**config.mk**
```make
export PLATFORM = sky130hd
export DESIGN_NAME = voltage_to_charge_percent_flat
export DESIGN_NICKNAME = d
export VERILOG_FILES = /design/src/vtc_pkg.sv /design/src/vtc_in_if.sv /design/src/vtc_out_if.sv /design/src/vtc_seg_find.sv /design/src/voltage_to_charge_percent.sv /design/src/flat_wrapper.sv
export SDC_FILE = /design/constraint.sdc
export NUM_CORES = 1
export LEC_CHECK = 0
export ABC_AREA = 1
export ABC_CLOCK_PERIOD_IN_PS = 21700
export BUFFER_PORTS_ARGS = -buffer_cell sky130_fd_sc_hd__buf_2
export CAP_MARGIN = 20
export CORE_AREA = 8 8 153 155
export CTS_CLUSTER_SIZE = 28
export DETAILED_ROUTE_END_ITERATION = 10
export DIE_AREA = 0 0 161 163
export PLACE_DENSITY_LB_ADDON = 0.2
export SYNTH_ARGS = -nofsm -noshare
export SYNTH_HDL_FRONTEND = slang
export SYNTH_SLANG_ARGS = --single-unit
```
**constraint.sdc**
```tcl
create_clock -name clk -period 21.7 [get_ports clk]
set_input_delay 3.255 -clock clk [delete_from_list [all_inputs] [get_ports clk]]
set_output_delay 3.255 -clock clk [all_outputs]
set_load 0.02 [all_outputs]
```
**src/vtc_pkg.sv**
```systemverilog
`default_nettype none
package vtc_pkg;

  localparam int CurvePoints = 21;
  localparam int VoltW = 16;
  localparam int MvW = 12;
  localparam int PctW = 7;
  localparam int SegW = 5;
  localparam int OffW = 9;
  localparam int NumW = 12;
  localparam int QuoW = 3;
  localparam int PctSpan = 5;

  typedef logic [MvW-1:0] mv_t;
  typedef logic [PctW-1:0] pct_t;
  typedef logic [SegW-1:0] seg_t;

  // Discharge curve, voltages descending.
  localparam mv_t CURVE_MV [CurvePoints] = '{
    12'd4070, 12'd4005, 12'd3954, 12'd3915, 12'd3838, 12'd3786, 12'd3747,
    12'd3696, 12'd3644, 12'd3618, 12'd3605, 12'd3580, 12'd3554, 12'd3541,
    12'd3515, 12'd3489, 12'd3464, 12'd3438, 12'd3412, 12'd3309, 12'd2870
  };

  localparam pct_t CURVE_PCT [CurvePoints] = '{
    7'd100, 7'd95, 7'd90, 7'd85, 7'd80, 7'd75, 7'd70,
    7'd65, 7'd60, 7'd55, 7'd50, 7'd45, 7'd40, 7'd35,
    7'd30, 7'd25, 7'd20, 7'd15, 7'd10, 7'd5, 7'd0
  };

  // Result of the segment search for one voltage.
  typedef struct packed {
    logic clamp_hi;
    logic clamp_lo;
    seg_t seg;
  } seg_info_t;

  // Width of the segment that ends at point seg, in millivolts.
  function automatic mv_t seg_span(seg_t seg);
    mv_t span;
    span = '0;
    if (seg != '0 && int'(seg) < CurvePoints) begin
      span = CURVE_MV[SegW'(seg - 1'b1)] - CURVE_MV[seg];
    end
    return span;
  endfunction

  // Low voltage point of the segment, or zero for an unused code.
  function automatic mv_t seg_base_mv(seg_t seg);
    mv_t mv;
    mv = '0;
    if (int'(seg) < CurvePoints) begin
      mv = CURVE_MV[seg];
    end
    return mv;
  endfunction

  function automatic pct_t seg_base_pct(seg_t seg);
    pct_t p;
    p = '0;
    if (int'(seg) < CurvePoints) begin
      p = CURVE_PCT[seg];
    end
    return p;
  endfunction

  // Quotient step threshold j * span; a constant per segment.
  function automatic logic [NumW-1:0] seg_thr(seg_t seg, logic [QuoW-1:0] j);
    logic [NumW-1:0] span;
    span = NumW'(seg_span(seg));
    return NumW'(span * NumW'(j));
  endfunction

endpackage
`default_nettype wire

```
**src/vtc_in_if.sv**
```systemverilog
`default_nettype none
interface vtc_in_if;
  import vtc_pkg::*;

  logic valid;
  logic ready;
  logic [VoltW-1:0] cell_mv;

  modport source (output valid, output cell_mv, input ready);
  modport sink (input valid, input cell_mv, output ready);
endinterface
`default_nettype wire

```
**src/vtc_out_if.sv**
```systemverilog
`default_nettype none
interface vtc_out_if;
  import vtc_pkg::*;

  logic valid;
  logic ready;
  logic [PctW-1:0] charge_percent;

  modport source (output valid, output charge_percent, input ready);
  modport sink (input valid, input charge_percent, output ready);
endinterface
`default_nettype wire

```
**src/vtc_seg_find.sv**
```systemverilog
`default_nettype none
module vtc_seg_find (
  input  wire logic [vtc_pkg::VoltW-1:0] volt,
  output vtc_pkg::seg_info_t             info
);
  import vtc_pkg::*;

  // All compares run in parallel; the lowest matching point index wins.
  always_comb begin
    info.clamp_hi = (volt >= VoltW'(CURVE_MV[0]));
    info.clamp_lo = (volt <= VoltW'(CURVE_MV[CurvePoints-1]));
    info.seg = SegW'(CurvePoints - 1);
    for (int k = CurvePoints - 1; k >= 1; k--) begin
      if (volt >= VoltW'(CURVE_MV[k])) begin
        info.seg = SegW'(k);
      end
    end
  end
endmodule
`default_nettype wire

```
**src/voltage_to_charge_percent.sv**
```systemverilog
`default_nettype none
// Cell voltage to state-of-charge converter.
//
// The volt channel carries one request per measured cell voltage in
// millivolts (cell_mv, unsigned 16 bits). The pct channel returns one
// charge_percent (0 to 100) per request, in request order. The value is
// read from a fixed 21-point discharge curve with linear interpolation
// between points, rounded to nearest with halves rounding up. Voltages at
// or above the top point give 100 and at or below the bottom point give 0.
//
// The datapath is a three-stage pipeline: segment search, offset and
// rounded numerator, then quotient and final add into the output register.
// A result reaches the output register after passing the stage 1 and stage 2 registers.
// Throughput is one request per cycle while the receiver takes results; each stage holds one request.
//
// Every stage has its own valid bit and takes a new request when it is
// empty or when the stage after it moves. When the receiver stalls, the
// output register holds its result steady and the pipeline fills behind it;
// ready on the volt channel drops only once all three stages are full.
// Reset clears the valid bits, so the block comes up empty and ready.
module voltage_to_charge_percent (
  input wire logic   clk,
  input wire logic   rst,
  vtc_in_if.sink     volt,
  vtc_out_if.source  pct
);
  import vtc_pkg::*;

  // Stage 1: segment search result and the voltage itself.
  logic              s1_valid;
  logic [VoltW-1:0]  s1_volt;
  seg_info_t         s1_info;
  seg_info_t         seg_info_next;

  // Stage 2: rounded numerator of the interpolation.
  logic              s2_valid;
  seg_t              s2_seg;
  pct_t              s2_base;
  logic [NumW-1:0]   s2_num;

  // Stage 3: output register.
  logic              out_valid;
  pct_t              out_pct;

  logic s1_ready;
  logic s2_ready;
  logic s3_ready;

  assign s3_ready = !out_valid || pct.ready;
  assign s2_ready = !s2_valid || s3_ready;
  assign s1_ready = !s1_valid || s2_ready;
  assign volt.ready = s1_ready;

  vtc_seg_find u_seg_find (
    .volt (volt.cell_mv),
    .info (seg_info_next)
  );

  // Offset into the segment and the numerator pct_span * off + span / 2.
  // The offset is below the widest span, so nine bits hold it. Clamped
  // requests use a zero offset, which makes the quotient zero.
  logic [VoltW-1:0] off_full;
  logic [OffW-1:0]  s2_off_next;
  logic [NumW-1:0]  s2_num_next;
  pct_t             s2_base_next;
  mv_t              s1_span;

  always_comb begin
    s1_span = seg_span(s1_info.seg);
    off_full = s1_volt - VoltW'(seg_base_mv(s1_info.seg));
    if (s1_info.clamp_hi || s1_info.clamp_lo) begin
      s2_off_next = '0;
    end else begin
      s2_off_next = off_full[OffW-1:0];
    end
    s2_num_next = NumW'(s2_off_next) * NumW'(PctSpan) + NumW'(s1_span >> 1);
    if (s1_info.clamp_hi) begin
      s2_base_next = CURVE_PCT[0];
    end else if (s1_info.clamp_lo) begin
      s2_base_next = CURVE_PCT[CurvePoints-1];
    end else begin
      s2_base_next = seg_base_pct(s1_info.seg);
    end
  end

  // The quotient never exceeds the percent span, so it is the count of
  // multiples of the segment width that the numerator reaches.
  logic [QuoW-1:0] quo;

  always_comb begin
    quo = '0;
    for (int j = 1; j <= PctSpan; j++) begin
      if (s2_num >= seg_thr(s2_seg, QuoW'(j))) begin
        quo = quo + 1'b1;
      end
    end
  end

  always_ff @(posedge clk) begin
    if (rst) begin
      s1_valid  <= 1'b0;
      s2_valid  <= 1'b0;
      out_valid <= 1'b0;
    end else begin
      if (s1_ready) begin
        s1_valid <= volt.valid;
      end
      if (s2_ready) begin
        s2_valid <= s1_valid;
      end
      if (s3_ready) begin
        out_valid <= s2_valid;
      end
    end
  end

  always_ff @(posedge clk) begin
    if (s1_ready && volt.valid) begin
      s1_volt <= volt.cell_mv;
      s1_info <= seg_info_next;
    end
    if (s2_ready && s1_valid) begin
      s2_seg  <= s1_info.seg;
      s2_base <= s2_base_next;
      s2_num  <= s2_num_next;
    end
    if (s3_ready && s2_valid) begin
      out_pct <= s2_base + PctW'(quo);
    end
  end

  assign pct.valid = out_valid;
  assign pct.charge_percent = out_pct;

endmodule
`default_nettype wire

```
**src/flat_wrapper.sv**
```systemverilog
// flat-port wrapper written by rule: the top's interface ports become plain ports
module voltage_to_charge_percent_flat import vtc_pkg::*;
  (clk, rst, volt_valid, volt_cell_mv, volt_ready, pct_valid, pct_charge_percent, pct_ready);
  vtc_in_if volt_i ();
  vtc_out_if pct_i ();
  input wire logic clk;
  input wire logic rst;
  input wire logic [$bits(volt_i.valid)-1:0] volt_valid;
  input wire logic [$bits(volt_i.cell_mv)-1:0] volt_cell_mv;
  output wire logic [$bits(volt_i.ready)-1:0] volt_ready;
  output wire logic [$bits(pct_i.valid)-1:0] pct_valid;
  output wire logic [$bits(pct_i.charge_percent)-1:0] pct_charge_percent;
  input wire logic [$bits(pct_i.ready)-1:0] pct_ready;
  assign volt_i.valid = volt_valid;
  assign volt_i.cell_mv = volt_cell_mv;
  assign volt_ready = volt_i.ready;
  assign pct_valid = pct_i.valid;
  assign pct_charge_percent = pct_i.charge_percent;
  assign pct_i.ready = pct_ready;
  voltage_to_charge_percent u_core (.clk(clk), .rst(rst), .volt(volt_i), .pct(pct_i));
endmodule
```
==> impl_metrics.yaml, run 1 <==
finish:
  antennaDiodeCount: 0
  layout.nets: 1405
  final_core_util: 0.423
  layout-drive-gt1-share: 0.0626
  syn_to_final_growth_pct: 6.99
place:
  dp_hpwl_um: 16700
  portBuffers: 28
  place_congestion: 0.895
sta:
  finClkSkew_ns: 0.00401
  tightest_slew_ns: 0.844
  finalSetupViolCount: 0
  slew-limit-headroom: 0.436
  setup_tns_ns: 0
  period_share: 0.392
  hold_violations: 0
  rsz0062_at_grt: "no"
  post-route-min-period_ns: 8.50
  drv_slew: 0
  max_freq_mhz: 118
synth:
  synth_cells: 1192
  synth_edf_count: 47
  ys_types: 55
  synth-simple-area-share: 0.233
  synthMuxAreaShare: 0.00137
  async_reset_ff_frac: 0
  synth_top_family_by_area: "adder cells"
  synth_area_mm2: 0.00823
  syn_nets: 1383
  yosysTopAreaCell: "ha_1"
  synth-main-ff-cell: "edfxtp_1"
  yosys_register_bits: 50
  synth_area_per_cell_um2: 6.91
  yosys_warnings: 0
  synth_compound_area_frac: 0.174
  yosys-top-cells-area: "ha_1 (24%), edfxtp_1 (17%), nand2_1 (10%), inv_1 (8.6%), a21oi_1 (6.8%)"
  yosys.area_share.adder: 0.273
  yosys.area.top_type_share: 0.239
  synth_seq_area_share: 0.179
  synth_xor_area_frac: 0.0404
die:
  start_util: 0.395
  rows: 53
  die_w_um: 161
  die-area_mm2: 0.0262
  ioPinCount: 29
  chipHeight_um: 163
  fp.coreArea_mm2: 0.0208
drt:
  routed.top_layer: "met4"
  avgRoutedWirePerCell_um: 13.2
  wl_met3_um: 536
  drc: 0
  wl_met2_um: 9240
  drtAntennaViolNets: 0
  finalWirelength_um: 19700
  drtIter0Drc: 415
  viasPerCell: 5.09
  drtPass1Iterations: 5
  wl_met1_um: 9600
  vias: 7579
global_routing:
  overflow: 0
  grt_pass1_vias: 7228
  grt_usage: 0.153
  grt_max_degree: 25
  antenna_found_initial: 0
  grt_pass1_wl_um: 33900
worst_hold_path:
  hold_class: "flop to flop"
clock_tree:
  clk_latency_ns: 0.29
  post_cts_resized: 0
  cts_tree: "done"
  cts.sinks: 50
  cts_max_level: 2
  cts.clk_slew.worst_paths_ns: 0.07
  clk_path_buf_depth: 2
  postCtsSetupBuffers: 0
  cts_made_buffers: 5
  cts-root-buf: "clkbuf_16"
  cts_hold_buf: 0
flow_run:
  maxCapViolCount: 0
setup_path:
  cp-end-kind: "flop"
  crit_path_frequent_cell: "nand2_1"
  setup.worst_path.class: "flop to flop"
  critPathArrivalTime_ns: 8.54
  cpMaxStageDelayCell: "ha_1"
  start_kind: "flop"
  crit_fanout: 19
  crit_required_ns: 21.74
  cp_slowest_stage_delay_ns: 0.64
power_and_ir_drop:
  p_leak_uw: 0.00453
  total_power_uw: 663
  vdd_drop_max_mv: 0.0415
  p_per_area_mw_per_mm2: 75.3
run_status:
  status: "finished, final reports clean"
[worst max-delay path: cells and delay by family, from the launching register on]
kind	cells	cell delay, ns
xor+xnor	3	0.44
flops	1	0.56
fa+ha+maj	8	2.87
buf+inv	4	0.37
mux	1	0.29
compound gates	10	1.62
simple gates	19	2.06
[cell usage after synthesis, types with 9 or more instances]
cell type	instances
nor3_1	13
inv_1	189
fa_1	14
nor2_1	147
o21ai_0	78
inv_2	10
ha_1	157
xnor2_1	14
clkbuf_1	9
nand3_1	44
edfxtp_1	47
a21oi_1	112
nand2_1	223
xor2_1	24
[stage by stage]
stage	hold WS, ns	std cells	instance area, µm²	setup WS, ns
after floorplan	0.428	1192	8230	14.00
after global placement	0.471	1482	8660	13.45
after detailed placement	0.478	1482	8660	13.23
after CTS	0.487	1490	8810	13.18
after global routing	0.513	1490	8810	12.27
final	0.480	1490	8810	13.20
[final timing paths]
kind,from,end,slack (ns),depth (start not counted)
worst min register to register,u_core.s2_valid$_SDFFE_PP0P_,u_core.pct.valid$_SDFFE_PP0P_,0.48,2
worst max-delay path,u_core.s2_seg[0]$_DFFE_PP_,u_core.pct.charge_percent[6]$_DFFE_PP_,13.20,45
worst max register to register,u_core.s2_seg[0]$_DFFE_PP_,u_core.pct.charge_percent[6]$_DFFE_PP_,13.20,45
worst min-delay path,u_core.s2_valid$_SDFFE_PP0P_,u_core.pct.valid$_SDFFE_PP0P_,0.48,2
[layout by cell type, fill, tap and decap left out, types with 5 or more instances in the layout]
cell type / n
a21oi_1: 112
a31oi_1: 8
buf_2: 28
clkbuf_16: 5
edfxtp_1: 47
fa_1: 14
ha_1: 157
inv_1: 189
inv_2: 10
nand2_1: 223
nand2_2: 6
nand3_1: 44
nand3_2: 5
nand4_1: 7
nor2_1: 147
nor3_1: 13
o211ai_1: 7
o21ai_0: 78
o21ai_1: 6
o21bai_1: 8
o31ai_1: 5
or2_2: 7
xnor2_1: 14
xor2_1: 24
[state kept, by name, summed over array words and instances (netlist names)]
register and cells:
u_core.pct.charge_percent 7, u_core.s1_valid 1, u_core.s2_num 12, u_core.pct.valid 1
u_core.s2_base 7, u_core.s2_seg 5, u_core.s1_volt 9, u_core.s1_info 7
u_core.s2_valid 1
[final cells by class]
cell class	count	area, µm²
fillers	2236	12000
clock buffers	5	125
repair buffers	29	148
multi-input cells	926	5940
clock inverters	3	21.3
inverters	202	761
well taps	275	344
flip-flops and latches	50	1470
[routing by layer]
layer / vias to the layer above / global-route usage
met5: - / 0
met1: 3407 / 0.202
li1: 4022 / -
met4: 0 / 0.0366
met2: 129 / 0.266
met3: 21 / 0.0104
[logic make-up (layout without fill, tap and decap cells)]
logic type | count (synthesis) | after routing
DFF | 50 | 50
buffers and inverters | 216 | 239
muxes | 1 | 1
AOI/OAI and AO/OA | 255 | 255
adders and majority gates | 171 | 171
xor gates and xnor gates | 38 | 38
and+or+nand+nor | 461 | 461
[where the power goes]
group / switching (µW) / leakage [µW] / internal, µW / total (µW)
Clock: 33.6 / 0.0000698 / 42.7 / 76.2
Combinational: 263 / 0.00399 / 183 / 445
Sequential: 12.8 / 0.000478 / 129 / 142
Total: 309 / 0.00453 / 354 / 663
Power figures use the tool's default switching activity.
==> run 2, diff against run 1 <==
--- a/config.mk
+++ b/config.mk
@@ -6,7 +6,7 @@
 export NUM_CORES = 1
 export LEC_CHECK = 0
 export ABC_AREA = 1
-export ABC_CLOCK_PERIOD_IN_PS = 21700
+export ABC_CLOCK_PERIOD_IN_PS = 7600
 export BUFFER_PORTS_ARGS = -buffer_cell sky130_fd_sc_hd__buf_2
 export CAP_MARGIN = 20
 export CORE_AREA = 8 8 153 155
==> constraint.sdc (replaced) <==
create_clock -name clk -period 7.6 [get_ports clk]
set_input_delay 1.14 -clock clk [delete_from_list [all_inputs] [get_ports clk]]
set_output_delay 1.14 -clock clk [all_outputs]
set_load 0.02 [all_outputs]
==> run 2 against run 1 <==
- critical path depth up 2
- highest routed layer unchanged
- power rose to 3.0 times the previous value
- largest power group unchanged
- critical path type unchanged
- design area up 5.0%
==> impl_metrics.yaml, run 2 (synthesis gave the netlist of run 1 again) <==
place:
  place_congestion: 0.895
  portBuffers: 28
  dp_hpwl_um: 16900
  placed_cells: 1507
finish:
  layout_commonest_cell: "nand2_1"
  largest_reg_flops: 12
  syn_to_final_growth_pct: 12.4
  final_cell_mix: "nand2_1 (221), inv_1 (188), ha_1 (150)"
  largest-register: "u_core.s2_num"
  layout.nets: 1438
  layout-drive-gt1-share: 0.111
  antennaDiodeCount: 0
  final_cells: 1522
  reg_top3: "u_core.s2_num: 12 flops, u_core.s1_volt: 9 flops"
sta:
  tightest_slew_ns: 0.879
  finalSetupViolCount: 0
  period_share: 0.934
  hold_violations: 0
  max_freq_mhz: 141
  drv_slew: 0
  finClkSkew_ns: 0.00646
  slew-limit-headroom: 0.414
  post-route-min-period_ns: 7.10
  setup_tns_ns: 0
setup_path:
  setup.worst_path.class: "flop to flop"
  crit_path_frequent_cell: "nand2_1"
  worst-path-buf-inv: 6
  r2r_slack_ns: 0.50
  cpMaxStageDelayCell: "edfxtp_1"
  worstReg2RegEnd: "u_core.pct.charge_percent[6]$_DFFE_PP_"
  r2r_start: "u_core.s2_seg[1]$_DFFE_PP_"
  crit_family: "adder cells"
  critPathArrivalTime_ns: 7.13
  crit_required_ns: 7.64
  cp_slowest_stage_delay_ns: 0.38
  cp-end-kind: "flop"
  rr_worst_depth: 47
  crit_fanout: 6
  start_kind: "flop"
clock_tree:
  cts_max_level: 2
  cts_tree: "done"
  cts.clk_slew.worst_paths_ns: 0.06
  clk_path_buf_depth: 2
  cts_made_buffers: 5
  cts_hold_buf: 0
  cts.sinks: 50
  clk_latency_ns: 0.29
  cts-root-buf: "clkbuf_16"
drt:
  avgRoutedWirePerCell_um: 13.1
  drtAntennaViolNets: 0
  drtPass1Iterations: 6
  finalWirelength_um: 20000
  drc: 0
  drtIter0Drc: 478
  viasPerCell: 5.00
  vias: 7615
die:
  fp.coreArea_mm2: 0.0208
  die_w_um: 161
  chipHeight_um: 163
  die-area_mm2: 0.0262
  start_util: 0.395
  ioPinCount: 29
  rows: 53
power_and_ir_drop:
  p_per_area_mw_per_mm2: 217
  vdd_drop_max_mv: 0.147
  total_power_uw: 2000
  p_leak_uw: 0.00471
global_routing:
  grt_max_degree: 25
  grt_pass1_wl_um: 33500
  antenna_found_initial: 0
  grt_pass1_vias: 7087
  grt_usage: 0.152
  overflow: 0
worst_hold_path:
  min_path_cells: 2
  min_to: "u_core.pct.valid$_SDFFE_PP0P_"
  hold_class: "flop to flop"
  min-delay-start: "u_core.s2_valid$_SDFFE_PP0P_"
run_status:
  status: "finished, final reports clean"
flow_run:
  maxCapViolCount: 0
## run 2: metrics by stage
step | hold slack, ns | area (µm²) | utilization | setup slack, ns
6_report | 0.474 | 9250 | 0.444 | 0.502
4_1_cts | 0.476 | 9010 | 0.433 | 0.0402
3_5_place_dp | 0.468 | 8850 | 0.425 | 0.0674
3_3_place_gp | 0.467 | 8850 | 0.425 | 0.221
2_1_floorplan | 0.428 | 8240 | - | 0.0448
5_1_grt | 0.511 | 9250 | 0.444 | -0.104
## run 2: final cells by class
cell class / count / area, µm²
flip-flops and latches: 50 / 1470
fillers: 2152 / 11600
clock inverters: 2 / 33.8
inverters: 202 / 764
repair buffers: 62 / 395
multi-input cells: 926 / 6120
well taps: 275 / 344
clock buffers: 5 / 125
## run 2: repair_timing
item | 4_1_cts | 5_1_grt
setup endpoints to repair | 0 | 6
gates resized for setup | 0 | 46
buffers inserted | 0 | 8
## run 2: worst max-delay path by stage
stage / from / end / slack (ns) / depth (start not counted)
floorplan: u_core.s2_seg[0]$_DFFE_PP_ / u_core.pct.charge_percent[6]$_DFFE_PP_ / 0.04 / 45
global placement: u_core.s2_seg[0]$_DFFE_PP_ / u_core.pct.charge_percent[6]$_DFFE_PP_ / 0.22 / 48
detailed placement: u_core.s2_seg[0]$_DFFE_PP_ / u_core.pct.charge_percent[6]$_DFFE_PP_ / 0.07 / 47
CTS: u_core.s2_seg[0]$_DFFE_PP_ / u_core.pct.charge_percent[6]$_DFFE_PP_ / 0.04 / 47
global route: u_core.s2_seg[0]$_DFFE_PP_ / u_core.pct.charge_percent[6]$_DFFE_PP_ / -0.10 / 48
finish: u_core.s2_seg[1]$_DFFE_PP_ / u_core.pct.charge_percent[6]$_DFFE_PP_ / 0.50 / 47
## run 2: worst register-to-register path: cells and delay by family, from the launching register on
| family | cells | cell delay [ns] |
|---|---|---|
| simple gates | 18 | 1.73 |
| fa+ha+maj | 7 | 1.81 |
| buf+inv | 6 | 0.57 |
| flops | 1 | 0.38 |
| compound gates | 11 | 1.62 |
| xor+xnor | 5 | 0.71 |
## run 2: power by group
group / switching [µW] / internal (µW) / leakage [µW]
combinational: 778 / 582 / 0.00415
clock: 88.9 / 152 / 0.0000773
sequential: 34.0 / 368 / 0.000478
## run 2: metal layers
layer	share of wire	GRT usage	up-vias
li1	-	-	4091
met2	0.46	0.255	150
met1	0.49	0.204	3350
met3	0.032	0.0124	24
met4	0.023	0.0476	0
met5	0	0	-
